--- config.mk ---
export PLATFORM = sky130hd
export DESIGN_NAME = relative_pose_body_frame_core
export DESIGN_NICKNAME = d
export VERILOG_FILES = /design/src/rtl/core/rpbf_pkg.sv /design/src/rtl/core/rpbf_mac.sv /design/src/rtl/core/relative_pose_body_frame_core.sv
export VERILOG_INCLUDE_DIRS = /design/src /design/src/rtl/core
export SDC_FILE = /design/constraint.sdc
export NUM_CORES = 2
export LEC_CHECK = 0
export ABC_AREA = 1
export ABC_CLOCK_PERIOD_IN_PS = 11900
export BUFFER_PORTS_ARGS = -buffer_cell sky130_fd_sc_hd__buf_2
export CAP_MARGIN = 20
export CORE_MARGIN = 5
export CORE_UTILIZATION = 50
export DETAILED_ROUTE_END_ITERATION = 7
export GPL_TIMING_DRIVEN = 0
export MAX_ROUTING_LAYER = met4
export PLACE_DENSITY = 0.71
export REMOVE_ABC_BUFFERS = 1
export SYNTH_ARGS = -nofsm -noshare
export SYNTH_HDL_FRONTEND = slang
export SYNTH_SLANG_ARGS = --single-unit
--- constraint.sdc ---
create_clock -name aclk -period 11.9 [get_ports aclk]
set_input_delay 0.595 -clock aclk [delete_from_list [all_inputs] [get_ports aclk]]
set_output_delay 0.595 -clock aclk [all_outputs]
set_load 0.02 [all_outputs]
--- src/rtl/core/assert_macros.svh ---
// assertion macros for the rtl files
`ifndef ASSERT_MACROS_SVH
`define ASSERT_MACROS_SVH

`ifndef NO_ASSERTIONS

// property checked on every rising clock edge out of reset
`define ASSERT_PROP(label, clk, rst_n, prop, msg) \
    label: assert property (@(posedge clk) disable iff (!rst_n) prop) else $error(msg);

// same-cycle implication checked on every rising clock edge out of reset
`define ASSERT_IMPL(label, clk, rst_n, ante, cons, msg) \
    label: assert property (@(posedge clk) disable iff (!rst_n) (ante) |-> (cons)) \
        else $error(msg);

`else

`define ASSERT_PROP(label, clk, rst_n, prop, msg)
`define ASSERT_IMPL(label, clk, rst_n, ante, cons, msg)

`endif

`endif

--- src/rtl/core/rpbf_pkg.sv ---
// types, codes and rounding helpers for the relative pose core
`timescale 1ns / 1ps
`default_nettype none

package rpbf_pkg;

    // measurement kinds carried in tuser
    localparam logic [2:0] FUNC_VEH_POSE = 3'd0;
    localparam logic [2:0] FUNC_VEH_VEL  = 3'd1;
    localparam logic [2:0] FUNC_PAY_POS  = 3'd2;
    localparam logic [2:0] FUNC_PAY_VEL  = 3'd3;
    localparam logic [2:0] FUNC_TICK     = 3'd4;

    localparam int VEC_W   = 32;
    localparam int QUAT_W  = 16;
    localparam int ENTRY_W = 28;
    localparam int DIFF_W  = 33;
    localparam int ACC_W   = 64;
    localparam int CNT_W   = 5;

    // accumulator start value of a multiply
    localparam logic [1:0] MAC_INIT_KEEP = 2'd0;
    localparam logic [1:0] MAC_INIT_ZERO = 2'd1;
    localparam logic [1:0] MAC_INIT_ONE  = 2'd2;

    // quaternion component selects
    localparam logic [1:0] Q_W = 2'd0;
    localparam logic [1:0] Q_X = 2'd1;
    localparam logic [1:0] Q_Y = 2'd2;
    localparam logic [1:0] Q_Z = 2'd3;

    // index of the sign bit of the serial multiplier operand
    localparam logic [CNT_W-1:0] QUAT_LAST_BIT  = 5'd15;
    localparam logic [CNT_W-1:0] ENTRY_LAST_BIT = 5'd27;

    localparam logic [4:0] ENTRY_LAST_STEP = 5'd17;

    typedef struct packed {
        logic             start;
        logic             neg;
        logic [1:0]       init;
        logic [CNT_W-1:0] last_bit;
    } mac_cmd_t;

    typedef struct packed {
        logic [1:0] a_sel;
        logic [1:0] b_sel;
        logic       neg;
        logic       one;
    } quat_step_t;

    // two products per matrix entry, entries in row-major order
    function automatic quat_step_t quat_step(input logic [4:0] step);
        quat_step_t s;
        case (step)
            5'd0:    s = '{Q_Y, Q_Y, 1'b1, 1'b1};
            5'd1:    s = '{Q_Z, Q_Z, 1'b1, 1'b0};
            5'd2:    s = '{Q_X, Q_Y, 1'b0, 1'b0};
            5'd3:    s = '{Q_W, Q_Z, 1'b1, 1'b0};
            5'd4:    s = '{Q_X, Q_Z, 1'b0, 1'b0};
            5'd5:    s = '{Q_W, Q_Y, 1'b0, 1'b0};
            5'd6:    s = '{Q_X, Q_Y, 1'b0, 1'b0};
            5'd7:    s = '{Q_W, Q_Z, 1'b0, 1'b0};
            5'd8:    s = '{Q_X, Q_X, 1'b1, 1'b1};
            5'd9:    s = '{Q_Z, Q_Z, 1'b1, 1'b0};
            5'd10:   s = '{Q_Y, Q_Z, 1'b0, 1'b0};
            5'd11:   s = '{Q_W, Q_X, 1'b1, 1'b0};
            5'd12:   s = '{Q_X, Q_Z, 1'b0, 1'b0};
            5'd13:   s = '{Q_W, Q_Y, 1'b1, 1'b0};
            5'd14:   s = '{Q_Y, Q_Z, 1'b0, 1'b0};
            5'd15:   s = '{Q_W, Q_X, 1'b0, 1'b0};
            5'd16:   s = '{Q_X, Q_X, 1'b1, 1'b1};
            5'd17:   s = '{Q_Y, Q_Y, 1'b1, 1'b0};
            default: s = '{Q_W, Q_W, 1'b0, 1'b0};
        endcase
        return s;
    endfunction

    // q28 to q24, round half up, saturate to 28 bits
    function automatic logic [ENTRY_W-1:0] entry_round_sat(input logic signed [ACC_W-1:0] v);
        logic signed [ACC_W-1:0] s;
        s = (v + 64'sd8) >>> 4;
        if (s > 64'sd134217727) begin
            return 28'h7FF_FFFF;
        end else if (s < -64'sd134217728) begin
            return 28'h800_0000;
        end else begin
            return s[ENTRY_W-1:0];
        end
    endfunction

    // q40 to q16.16, round half up, saturate to 32 bits
    function automatic logic [VEC_W-1:0] out_round_sat(input logic signed [ACC_W-1:0] v);
        logic signed [ACC_W-1:0] s;
        s = (v + 64'sd8388608) >>> 24;
        if (s > 64'sd2147483647) begin
            return 32'h7FFF_FFFF;
        end else if (s < -64'sd2147483648) begin
            return 32'h8000_0000;
        end else begin
            return s[VEC_W-1:0];
        end
    endfunction

endpackage

`default_nettype wire

--- src/rtl/core/rpbf_mac.sv ---
// bit-serial signed multiply-accumulate, one multiplier bit per cycle
`timescale 1ns / 1ps
`default_nettype none

module rpbf_mac (
    input  logic                                aclk,
    input  logic                                aresetn,
    input  rpbf_pkg::mac_cmd_t                  cmd,
    input  logic signed [rpbf_pkg::DIFF_W-1:0]  a,
    input  logic signed [rpbf_pkg::ENTRY_W-1:0] b,
    output logic                                busy,
    output logic signed [rpbf_pkg::ACC_W-1:0]   acc
);
    import rpbf_pkg::*;

    logic                    busy_reg;
    logic signed [ACC_W-1:0] acc_reg;
    logic signed [ACC_W-1:0] acc_next;
    logic signed [ACC_W-1:0] a_sh_reg;
    logic [ENTRY_W-1:0]      b_sh_reg;
    logic [CNT_W-1:0]        cnt_reg;
    logic [CNT_W-1:0]        last_reg;
    logic                    neg_reg;
    logic signed [ACC_W-1:0] term;
    logic                    sub;

    // the sign bit of the multiplier carries negative weight
    always_comb begin
        term     = b_sh_reg[0] ? a_sh_reg : '0;
        sub      = neg_reg ^ (cnt_reg == last_reg);
        acc_next = sub ? (acc_reg - term) : (acc_reg + term);
    end

    always_ff @(posedge aclk) begin
        if (!aresetn) begin
            busy_reg <= 1'b0;
        end else if (cmd.start) begin
            busy_reg <= 1'b1;
        end else if (busy_reg && (cnt_reg == last_reg)) begin
            busy_reg <= 1'b0;
        end
    end

    always_ff @(posedge aclk) begin
        if (cmd.start) begin
            case (cmd.init)
                MAC_INIT_ZERO: acc_reg <= '0;
                MAC_INIT_ONE:  acc_reg <= 64'sh1000_0000;
                default:       acc_reg <= acc_reg;
            endcase
            a_sh_reg <= ACC_W'(a);
            b_sh_reg <= b;
            cnt_reg  <= '0;
            last_reg <= cmd.last_bit;
            neg_reg  <= cmd.neg;
        end else if (busy_reg) begin
            acc_reg  <= acc_next;
            a_sh_reg <= a_sh_reg <<< 1;
            b_sh_reg <= {b_sh_reg[ENTRY_W-1], b_sh_reg[ENTRY_W-1:1]};
            cnt_reg  <= cnt_reg + 5'd1;
        end
    end

    assign busy = busy_reg;
    assign acc  = acc_reg;

endmodule

`default_nettype wire

--- src/rtl/core/relative_pose_body_frame_core.sv ---
// relative_pose_body_frame_core: payload position and velocity in the vehicle body frame
//
// input stream: one measurement per transfer, kind in s_tuser (vehicle pose, vehicle
// velocity, payload position, payload velocity, tick). measurements are latched with
// the last received timestamp and a received flag per kind; s_tready is high while idle.
// a tick with all four kinds received starts a computation; an earlier tick, a tick
// during idle with flags missing, or an unused kind is taken and dropped.
// the rotation runs on one bit-serial multiply-accumulate unit: 18 quaternion products
// of 16 bits build the matrix, then 18 entry-by-difference products of 28 bits build
// the six outputs. m_tvalid rises when the sequencer leaves its output state, and
// s_tready returns in that same cycle, so a computed tick holds the input off until
// its result is registered; the serial multiplier bit counts set how long that is.
// output stream: one transfer per computed tick; m_tdata holds until taken. a stalled
// receiver holds the finished result while new measurements are still accepted; the
// next result waits in the core until the output register is free.
// reset clears all flags, zeroes vectors and stamps, and sets identity orientation.
`timescale 1ns / 1ps
`default_nettype none
`include "assert_macros.svh"

module relative_pose_body_frame_core (
    input  logic         aclk,
    input  logic         aresetn,
    input  logic         s_tvalid,
    output logic         s_tready,
    // vec_x, vec_y, vec_z, quat_w, quat_x, quat_y, quat_z, stamp_sec, stamp_nsec, pad
    input  logic [223:0] s_tdata,
    // func
    input  logic [2:0]   s_tuser,
    output logic         m_tvalid,
    input  logic         m_tready,
    // rel_pos_x, rel_pos_y, rel_pos_z, rel_vel_x, rel_vel_y, rel_vel_z,
    // out_stamp_sec, out_stamp_nsec, pad
    output logic [255:0] m_tdata
);
    import rpbf_pkg::*;

    localparam logic [2:0] ST_IDLE   = 3'd0;
    localparam logic [2:0] ST_EISSUE = 3'd1;
    localparam logic [2:0] ST_EWAIT  = 3'd2;
    localparam logic [2:0] ST_OISSUE = 3'd3;
    localparam logic [2:0] ST_OWAIT  = 3'd4;
    localparam logic [2:0] ST_OUT    = 3'd5;

    logic [VEC_W-1:0]  in_vec [3];
    logic [QUAT_W-1:0] in_qw, in_qx, in_qy, in_qz;
    logic [31:0]       in_sec;
    logic [29:0]       in_nsec;

    logic [2:0]        state_reg;
    logic [VEC_W-1:0]  veh_pos_reg [3];
    logic [VEC_W-1:0]  veh_vel_reg [3];
    logic [VEC_W-1:0]  pay_pos_reg [3];
    logic [VEC_W-1:0]  pay_vel_reg [3];
    logic [QUAT_W-1:0] quat_w_reg, quat_x_reg, quat_y_reg, quat_z_reg;
    logic [31:0]       latest_sec_reg;
    logic [29:0]       latest_nsec_reg;
    logic [3:0]        seen_reg;
    logic [4:0]        step_reg;
    logic [2:0]        o_reg;
    logic [1:0]        j_reg;
    logic [ENTRY_W-1:0] entry_reg [9];
    logic [VEC_W-1:0]  res_reg [6];
    logic              m_tvalid_reg;
    logic [255:0]      m_tdata_reg;

    logic              in_accept;
    logic              out_free;
    logic              mac_busy;
    logic signed [ACC_W-1:0]   mac_acc;
    mac_cmd_t                  mac_cmd;
    logic signed [DIFF_W-1:0]  mac_a;
    logic signed [ENTRY_W-1:0] mac_b;
    quat_step_t        qs;
    logic [QUAT_W-1:0] qa, qb;
    logic              vel_sel;
    logic [VEC_W-1:0]  pay_val, veh_val;
    logic [1:0]        i_sel;
    logic [3:0]        eidx;

    assign in_vec[0] = s_tdata[31:0];
    assign in_vec[1] = s_tdata[63:32];
    assign in_vec[2] = s_tdata[95:64];
    assign in_qw     = s_tdata[111:96];
    assign in_qx     = s_tdata[127:112];
    assign in_qy     = s_tdata[143:128];
    assign in_qz     = s_tdata[159:144];
    assign in_sec    = s_tdata[191:160];
    assign in_nsec   = s_tdata[221:192];

    assign s_tready  = (state_reg == ST_IDLE);
    assign in_accept = s_tvalid && s_tready;
    assign out_free  = !m_tvalid_reg || m_tready;

    function automatic logic [QUAT_W-1:0] quat_pick(input logic [1:0] sel,
                                                    input logic [QUAT_W-1:0] w,
                                                    input logic [QUAT_W-1:0] x,
                                                    input logic [QUAT_W-1:0] y,
                                                    input logic [QUAT_W-1:0] z);
        case (sel)
            Q_W:     return w;
            Q_X:     return x;
            Q_Y:     return y;
            default: return z;
        endcase
    endfunction

    // operand selection for the serial multiplier
    always_comb begin
        qs      = quat_step(step_reg);
        qa      = quat_pick(qs.a_sel, quat_w_reg, quat_x_reg, quat_y_reg, quat_z_reg);
        qb      = quat_pick(qs.b_sel, quat_w_reg, quat_x_reg, quat_y_reg, quat_z_reg);
        vel_sel = (o_reg >= 3'd3);
        pay_val = vel_sel ? pay_vel_reg[j_reg] : pay_pos_reg[j_reg];
        veh_val = vel_sel ? veh_vel_reg[j_reg] : veh_pos_reg[j_reg];
        i_sel   = vel_sel ? 2'(o_reg - 3'd3) : o_reg[1:0];
        // column i of the matrix, row j: transposed rotation
        eidx    = 4'({j_reg, 1'b0}) + 4'(j_reg) + 4'(i_sel);

        mac_cmd.start = (state_reg == ST_EISSUE) || (state_reg == ST_OISSUE);
        if (state_reg == ST_OISSUE) begin
            mac_a            = {pay_val[VEC_W-1], pay_val} - {veh_val[VEC_W-1], veh_val};
            mac_b            = entry_reg[eidx];
            mac_cmd.neg      = 1'b0;
            mac_cmd.init     = (j_reg == 2'd0) ? MAC_INIT_ZERO : MAC_INIT_KEEP;
            mac_cmd.last_bit = ENTRY_LAST_BIT;
        end else begin
            mac_a            = {{16{qa[QUAT_W-1]}}, qa, 1'b0};
            mac_b            = {{12{qb[QUAT_W-1]}}, qb};
            mac_cmd.neg      = qs.neg;
            mac_cmd.init     = step_reg[0] ? MAC_INIT_KEEP :
                               (qs.one ? MAC_INIT_ONE : MAC_INIT_ZERO);
            mac_cmd.last_bit = QUAT_LAST_BIT;
        end
    end

    rpbf_mac u_mac (
        .aclk    (aclk),
        .aresetn (aresetn),
        .cmd     (mac_cmd),
        .a       (mac_a),
        .b       (mac_b),
        .busy    (mac_busy),
        .acc     (mac_acc)
    );

    // sequencer and latched measurements
    always_ff @(posedge aclk) begin
        if (!aresetn) begin
            state_reg       <= ST_IDLE;
            seen_reg        <= '0;
            quat_w_reg      <= 16'sd16384;
            quat_x_reg      <= '0;
            quat_y_reg      <= '0;
            quat_z_reg      <= '0;
            latest_sec_reg  <= '0;
            latest_nsec_reg <= '0;
            step_reg        <= '0;
            o_reg           <= '0;
            j_reg           <= '0;
            for (int k = 0; k < 3; k++) begin
                veh_pos_reg[k] <= '0;
                veh_vel_reg[k] <= '0;
                pay_pos_reg[k] <= '0;
                pay_vel_reg[k] <= '0;
            end
        end else begin
            case (state_reg)
                ST_IDLE: begin
                    if (in_accept) begin
                        case (s_tuser)
                            FUNC_VEH_POSE: begin
                                veh_pos_reg <= in_vec;
                                quat_w_reg  <= in_qw;
                                quat_x_reg  <= in_qx;
                                quat_y_reg  <= in_qy;
                                quat_z_reg  <= in_qz;
                            end
                            FUNC_VEH_VEL: veh_vel_reg <= in_vec;
                            FUNC_PAY_POS: pay_pos_reg <= in_vec;
                            FUNC_PAY_VEL: pay_vel_reg <= in_vec;
                            default: ;
                        endcase
                        if (s_tuser inside {FUNC_VEH_POSE, FUNC_VEH_VEL,
                                            FUNC_PAY_POS, FUNC_PAY_VEL}) begin
                            latest_sec_reg  <= in_sec;
                            latest_nsec_reg <= in_nsec;
                            seen_reg        <= seen_reg | (4'b0001 << s_tuser[1:0]);
                        end
                        if ((s_tuser == FUNC_TICK) && (seen_reg == 4'hF)) begin
                            step_reg  <= '0;
                            state_reg <= ST_EISSUE;
                        end
                    end
                end
                ST_EISSUE: state_reg <= ST_EWAIT;
                ST_EWAIT: begin
                    if (!mac_busy) begin
                        if (step_reg == ENTRY_LAST_STEP) begin
                            o_reg     <= '0;
                            j_reg     <= '0;
                            state_reg <= ST_OISSUE;
                        end else begin
                            step_reg  <= step_reg + 5'd1;
                            state_reg <= ST_EISSUE;
                        end
                    end
                end
                ST_OISSUE: state_reg <= ST_OWAIT;
                ST_OWAIT: begin
                    if (!mac_busy) begin
                        if (j_reg == 2'd2) begin
                            j_reg <= '0;
                            if (o_reg == 3'd5) begin
                                state_reg <= ST_OUT;
                            end else begin
                                o_reg     <= o_reg + 3'd1;
                                state_reg <= ST_OISSUE;
                            end
                        end else begin
                            j_reg     <= j_reg + 2'd1;
                            state_reg <= ST_OISSUE;
                        end
                    end
                end
                ST_OUT: begin
                    if (out_free) begin
                        state_reg <= ST_IDLE;
                    end
                end
                default: state_reg <= ST_IDLE;
            endcase
        end
    end

    // matrix entries and finished sums
    always_ff @(posedge aclk) begin
        if ((state_reg == ST_EWAIT) && !mac_busy && step_reg[0]) begin
            entry_reg[step_reg[4:1]] <= entry_round_sat(mac_acc);
        end
        if ((state_reg == ST_OWAIT) && !mac_busy && (j_reg == 2'd2)) begin
            res_reg[o_reg] <= out_round_sat(mac_acc);
        end
    end

    // output register
    always_ff @(posedge aclk) begin
        if (!aresetn) begin
            m_tvalid_reg <= 1'b0;
        end else if ((state_reg == ST_OUT) && out_free) begin
            m_tvalid_reg <= 1'b1;
        end else if (m_tready) begin
            m_tvalid_reg <= 1'b0;
        end
    end

    always_ff @(posedge aclk) begin
        if ((state_reg == ST_OUT) && out_free) begin
            m_tdata_reg <= {2'b00, latest_nsec_reg, latest_sec_reg,
                            res_reg[5], res_reg[4], res_reg[3],
                            res_reg[2], res_reg[1], res_reg[0]};
        end
    end

    assign m_tvalid = m_tvalid_reg;
    assign m_tdata  = m_tdata_reg;

    `ASSERT_PROP(a_idle_mac_quiet, aclk, aresetn, !(s_tready && mac_busy),
                 "mac busy while idle")
    `ASSERT_PROP(a_tick_starts, aclk, aresetn,
                 (in_accept && (s_tuser == FUNC_TICK) && (seen_reg == 4'hF))
                 |=> (state_reg == ST_EISSUE),
                 "full tick did not start")
    `ASSERT_IMPL(a_out_from_seq, aclk, aresetn, $rose(m_tvalid),
                 $past(state_reg == ST_OUT), "result without finished sequence")
    `ASSERT_IMPL(a_seen_sticky, aclk, aresetn, $past(aresetn),
                 (seen_reg & $past(seen_reg)) == $past(seen_reg), "received flag cleared")

endmodule

`default_nettype wire
==> metrics.md <==
| Metric | Value |
|---|---|
| Outcome | `finished clean` |
| Mean area per synthesized cell | `8.974 sq um` |
| DP HPWL | `130,900 microns` |
| Maximum vdd drop | `0.1994 mV` |
| Initial antenna violation count | `6` |
| Final slew viol count | `0` |
| Clock sinks | `1,397` |
| Synth Register Bits | `1,397` |
| Power Total | `20.46 mW` |
| WHS Path Cells | `3` |
| Largest cells by area after synthesis | `edfxtp_1 (40%), dfxtp_1 (17%), nand2_1 (8.1%)` |
| Cells after Synth | `7,134` |
| Initial detailed-routing violation count | `5,548` |
| CTS max path bufs | `3` |
| Setup crit start kind | `flop` |
| Leakage | `29.94 nW` |
| Ys flop type | `edfxtp_1` |
| Yosys cell types | `65` |
| # IOs | `489` |
| Post-DRT Antenna Nets | `0` |
| Layout Skew | `40.55 ps` |
| Sw frac | `42.80%` |
| Wire per inst | `19.93 microns` |
| YS warnings | `0` |
| Placement Rows | `131` |
| Worst Hold Slack | `52.69 ps` |
| Psw | `8.759 mW` |
| Synth cell count leaders | `nand2_1 (1,376), edfxtp_1 (857), nor2_1 (846), o21ai_0 (840), a21oi_1 (659)` |
| Worst Path Max Fanout | `80` |
| Hold Crit Class | `in -> reg` |
| Setup CP Type | `reg -> reg` |
| Power Dens Cells | `272.3 mW/mm^2` |
| Leading area contributor after synthesis | `edfxtp_1` |
| Hold endpoint | `latest_sec_reg[15]$_SDFFE_PN0P_` |
| TritonCTS clock tree | `yes` |
| Gate power share | `44.3%` |
| R2R Path Start | `o_reg[2]$_SDFFE_PN0P_` |
| Sequential fraction of the synthesis area | `57.08%` |
| Max-cap viol count | `0` |
| P&R area growth vs syn | `17.39%` |
| Sequential power share | `32.9%` |
| Reg2Reg Depth | `19` |
| CORE AREA | `0.1274 sq mm` |
| Area of the multi-input gates | `0.02414 sq mm` |
| Clk root buf | `clkbuf_16` |
| Cell area after layout | `0.07515 sq mm` |
| Sequential cell area | `0.03655 sq mm` |
| Layout cells sized above 1 | `12.42%` |
| Cell Area, Synth | `0.06402 sq mm` |
| RSZ-0062 raised after global routing | `false` |
| Die height | `367.8 microns` |
| Startpoint of the worst hold path | `s_tdata[175]` |
| Tmin final | `6495 ps` |
| RR Endpoint | `u_mac.b_sh_reg[14]$_DFFE_PP_` |
| Grt ovf | `0` |
| Starting density of the core | `50.27%` |
| Post-synth top area share | `40.20%` |
| Port Buffers | `484` |
| Max reg flops | `254` |
| Fmax | `0.1540 GHz` |
| Vias in the first global route | `50,410` |
| H-tree lvl count | `4` |
| Die width | `367.8 microns` |
| Crit. End Element | `flop` |
| CP Data Required Time | `12,480 ps` |
| Synth async-reset ratio | `0%` |
| Largest net degree at the start of global routing | `192` |
| First-pass GRT wire length | `288,700 microns` |
| Pint | `11.71 mW` |
| EDFF count, synth | `857` |
| # setup viols final | `0` |
| CP arrival | `7080 ps` |
| GP Congestion | `0.9719` |
| Placement Cell Area | `0.06923 sq mm` |
| Clock power frac | `22.9%` |
| Drt drc | `0` |
| FF-to-FF setup slack | `5410 ps` |
| Worst slew margin | `21.71%` |
| Inserted Clock Buffers | `144` |
| DR vias/cell | `5.645` |
| Final Hold Vio Count | `0` |
| Full die area | `0.1353 sq mm` |
| Postcts setup bufs | `0` |
| Worst slew pin tran | `1170 ps` |
| Top-count cell post-synth | `nand2_1` |
| Fillers | `10,720` |
| Final #Nets | `7,960` |
| Total GRT Usage | `27.74%` |
| Utilization after layout | `59.01%` |
| Drt pass-1 iters | `6` |
| Worst-skew pair later-pin latency | `820 ps` |
| Total number of vias | `53,050` |
| Final WL | `187,300 microns` |
| Worst-path clk slew | `60 ps` |
| Final worst-path cycle share | `54.58%` |
[stage by stage]
step | TNS (ps) | worst slack (ps) | std cells
final | 0 | 5405 | 9398
after global routing | 0 | 5223 | 9397
after floorplan | -37000 | -145.7 | 6773
after CTS | 0 | 5597 | 9391
after global placement | -1897330 | -5010 | 8919
after detailed placement | 0 | 5679 | 9031
[what timing repair did]
item / in CTS / in global routing
gates resized for setup: 0 / 0
hold buffers: 95 / 0
hold endpoints to repair: 95 / 0
[placed cells by master, fill, tap and decap left out, types with 146 or more instances in the layout]
cell type,count
inv_1,523
a21oi_1,659
edfxtp_1,857
buf_2,483
o21ai_0,840
nand2_1,1375
dfxtp_1,538
nor2_1,838
clkbuf_16,146
nand3_1,300
[area by class of cell]
type,count,share of cell area [%]
Sequential cell,1397,48.64
Multi-Input combinational cell,4837,32.12
Timing Repair Buffer,691,7.147
Clock buffer,182,5.174
Tap cell,1662,2.767
Inverter,539,2.715
Clock inverter,83,1.417
Antenna cell,7,0.02331
[per-layer routing]
metal  track usage, %  vias up  wire length (microns)
met4            11.50        0                   8114
met5                -        -                      0
li1                 -    25450                      -
met1            35.39    25060                  76990
met3            4.325      435                  13460
met2            44.53     2116                  88740
[critical path, stage by stage (launching register included)]
cell and delay, ps:
dfxtp_1 440, inv_1 160, ha_1 250, nor2_1 180, nand2_4 100, buf_16 210, buf_16 270, inv_4 480
buf_16 370, o22ai_1 160, fa_1 500, inv_1 50, ha_2 190, fa_2 1120, inv_2 640, nand2_1 200
nand3_1 80, o211ai_1 260, o211ai_1 160, o21a_1 140
[worst max path at each step]
stage,startpoint,cells after the start,to
2_1_floorplan,state_reg[1]$_SDFFE_PN0P_,3,m_tdata[0]$_DFFE_PP_
3_3_place_gp,state_reg[1]$_SDFFE_PN0P_,3,m_tdata[193]$_DFFE_PP_
3_5_place_dp,o_reg[2]$_SDFFE_PN0P_,19,u_mac.b_sh_reg[14]$_DFFE_PP_
4_1_cts,o_reg[2]$_SDFFE_PN0P_,19,u_mac.b_sh_reg[14]$_DFFE_PP_
5_1_grt,o_reg[2]$_SDFFE_PN0P_,19,u_mac.b_sh_reg[4]$_DFFE_PP_
6_report,o_reg[2]$_SDFFE_PN0P_,19,u_mac.b_sh_reg[14]$_DFFE_PP_
[power groups by stage]
stage	sequential (mW)	clock (mW)	combinational, mW
global placement	6.88	0	8.65
global route	6.76	4.96	10.2
finish	6.73	4.68	9.06
floorplan	6.62	0	6.22
CTS	6.70	4.75	8.96
detailed placement	6.80	0	8.88
[logic make-up (layout without fill, tap and decap cells)]
logic type | count (synthesis) | count (layout) | synth area share [%]
AOI/OAI and AO/OA | 1862 | 1862 | 15.88
other | 1 | 9 | 0.005857
adders and majority gates | 119 | 119 | 2.373
buffers and inverters | 901 | 1495 | 5.505
and+or+nand+nor | 2735 | 2735 | 17.52
DFF | 1397 | 1397 | 57.08
xor gates and xnor gates | 119 | 119 | 1.640
No activity file was read; power rests on OpenSTA's default activity.
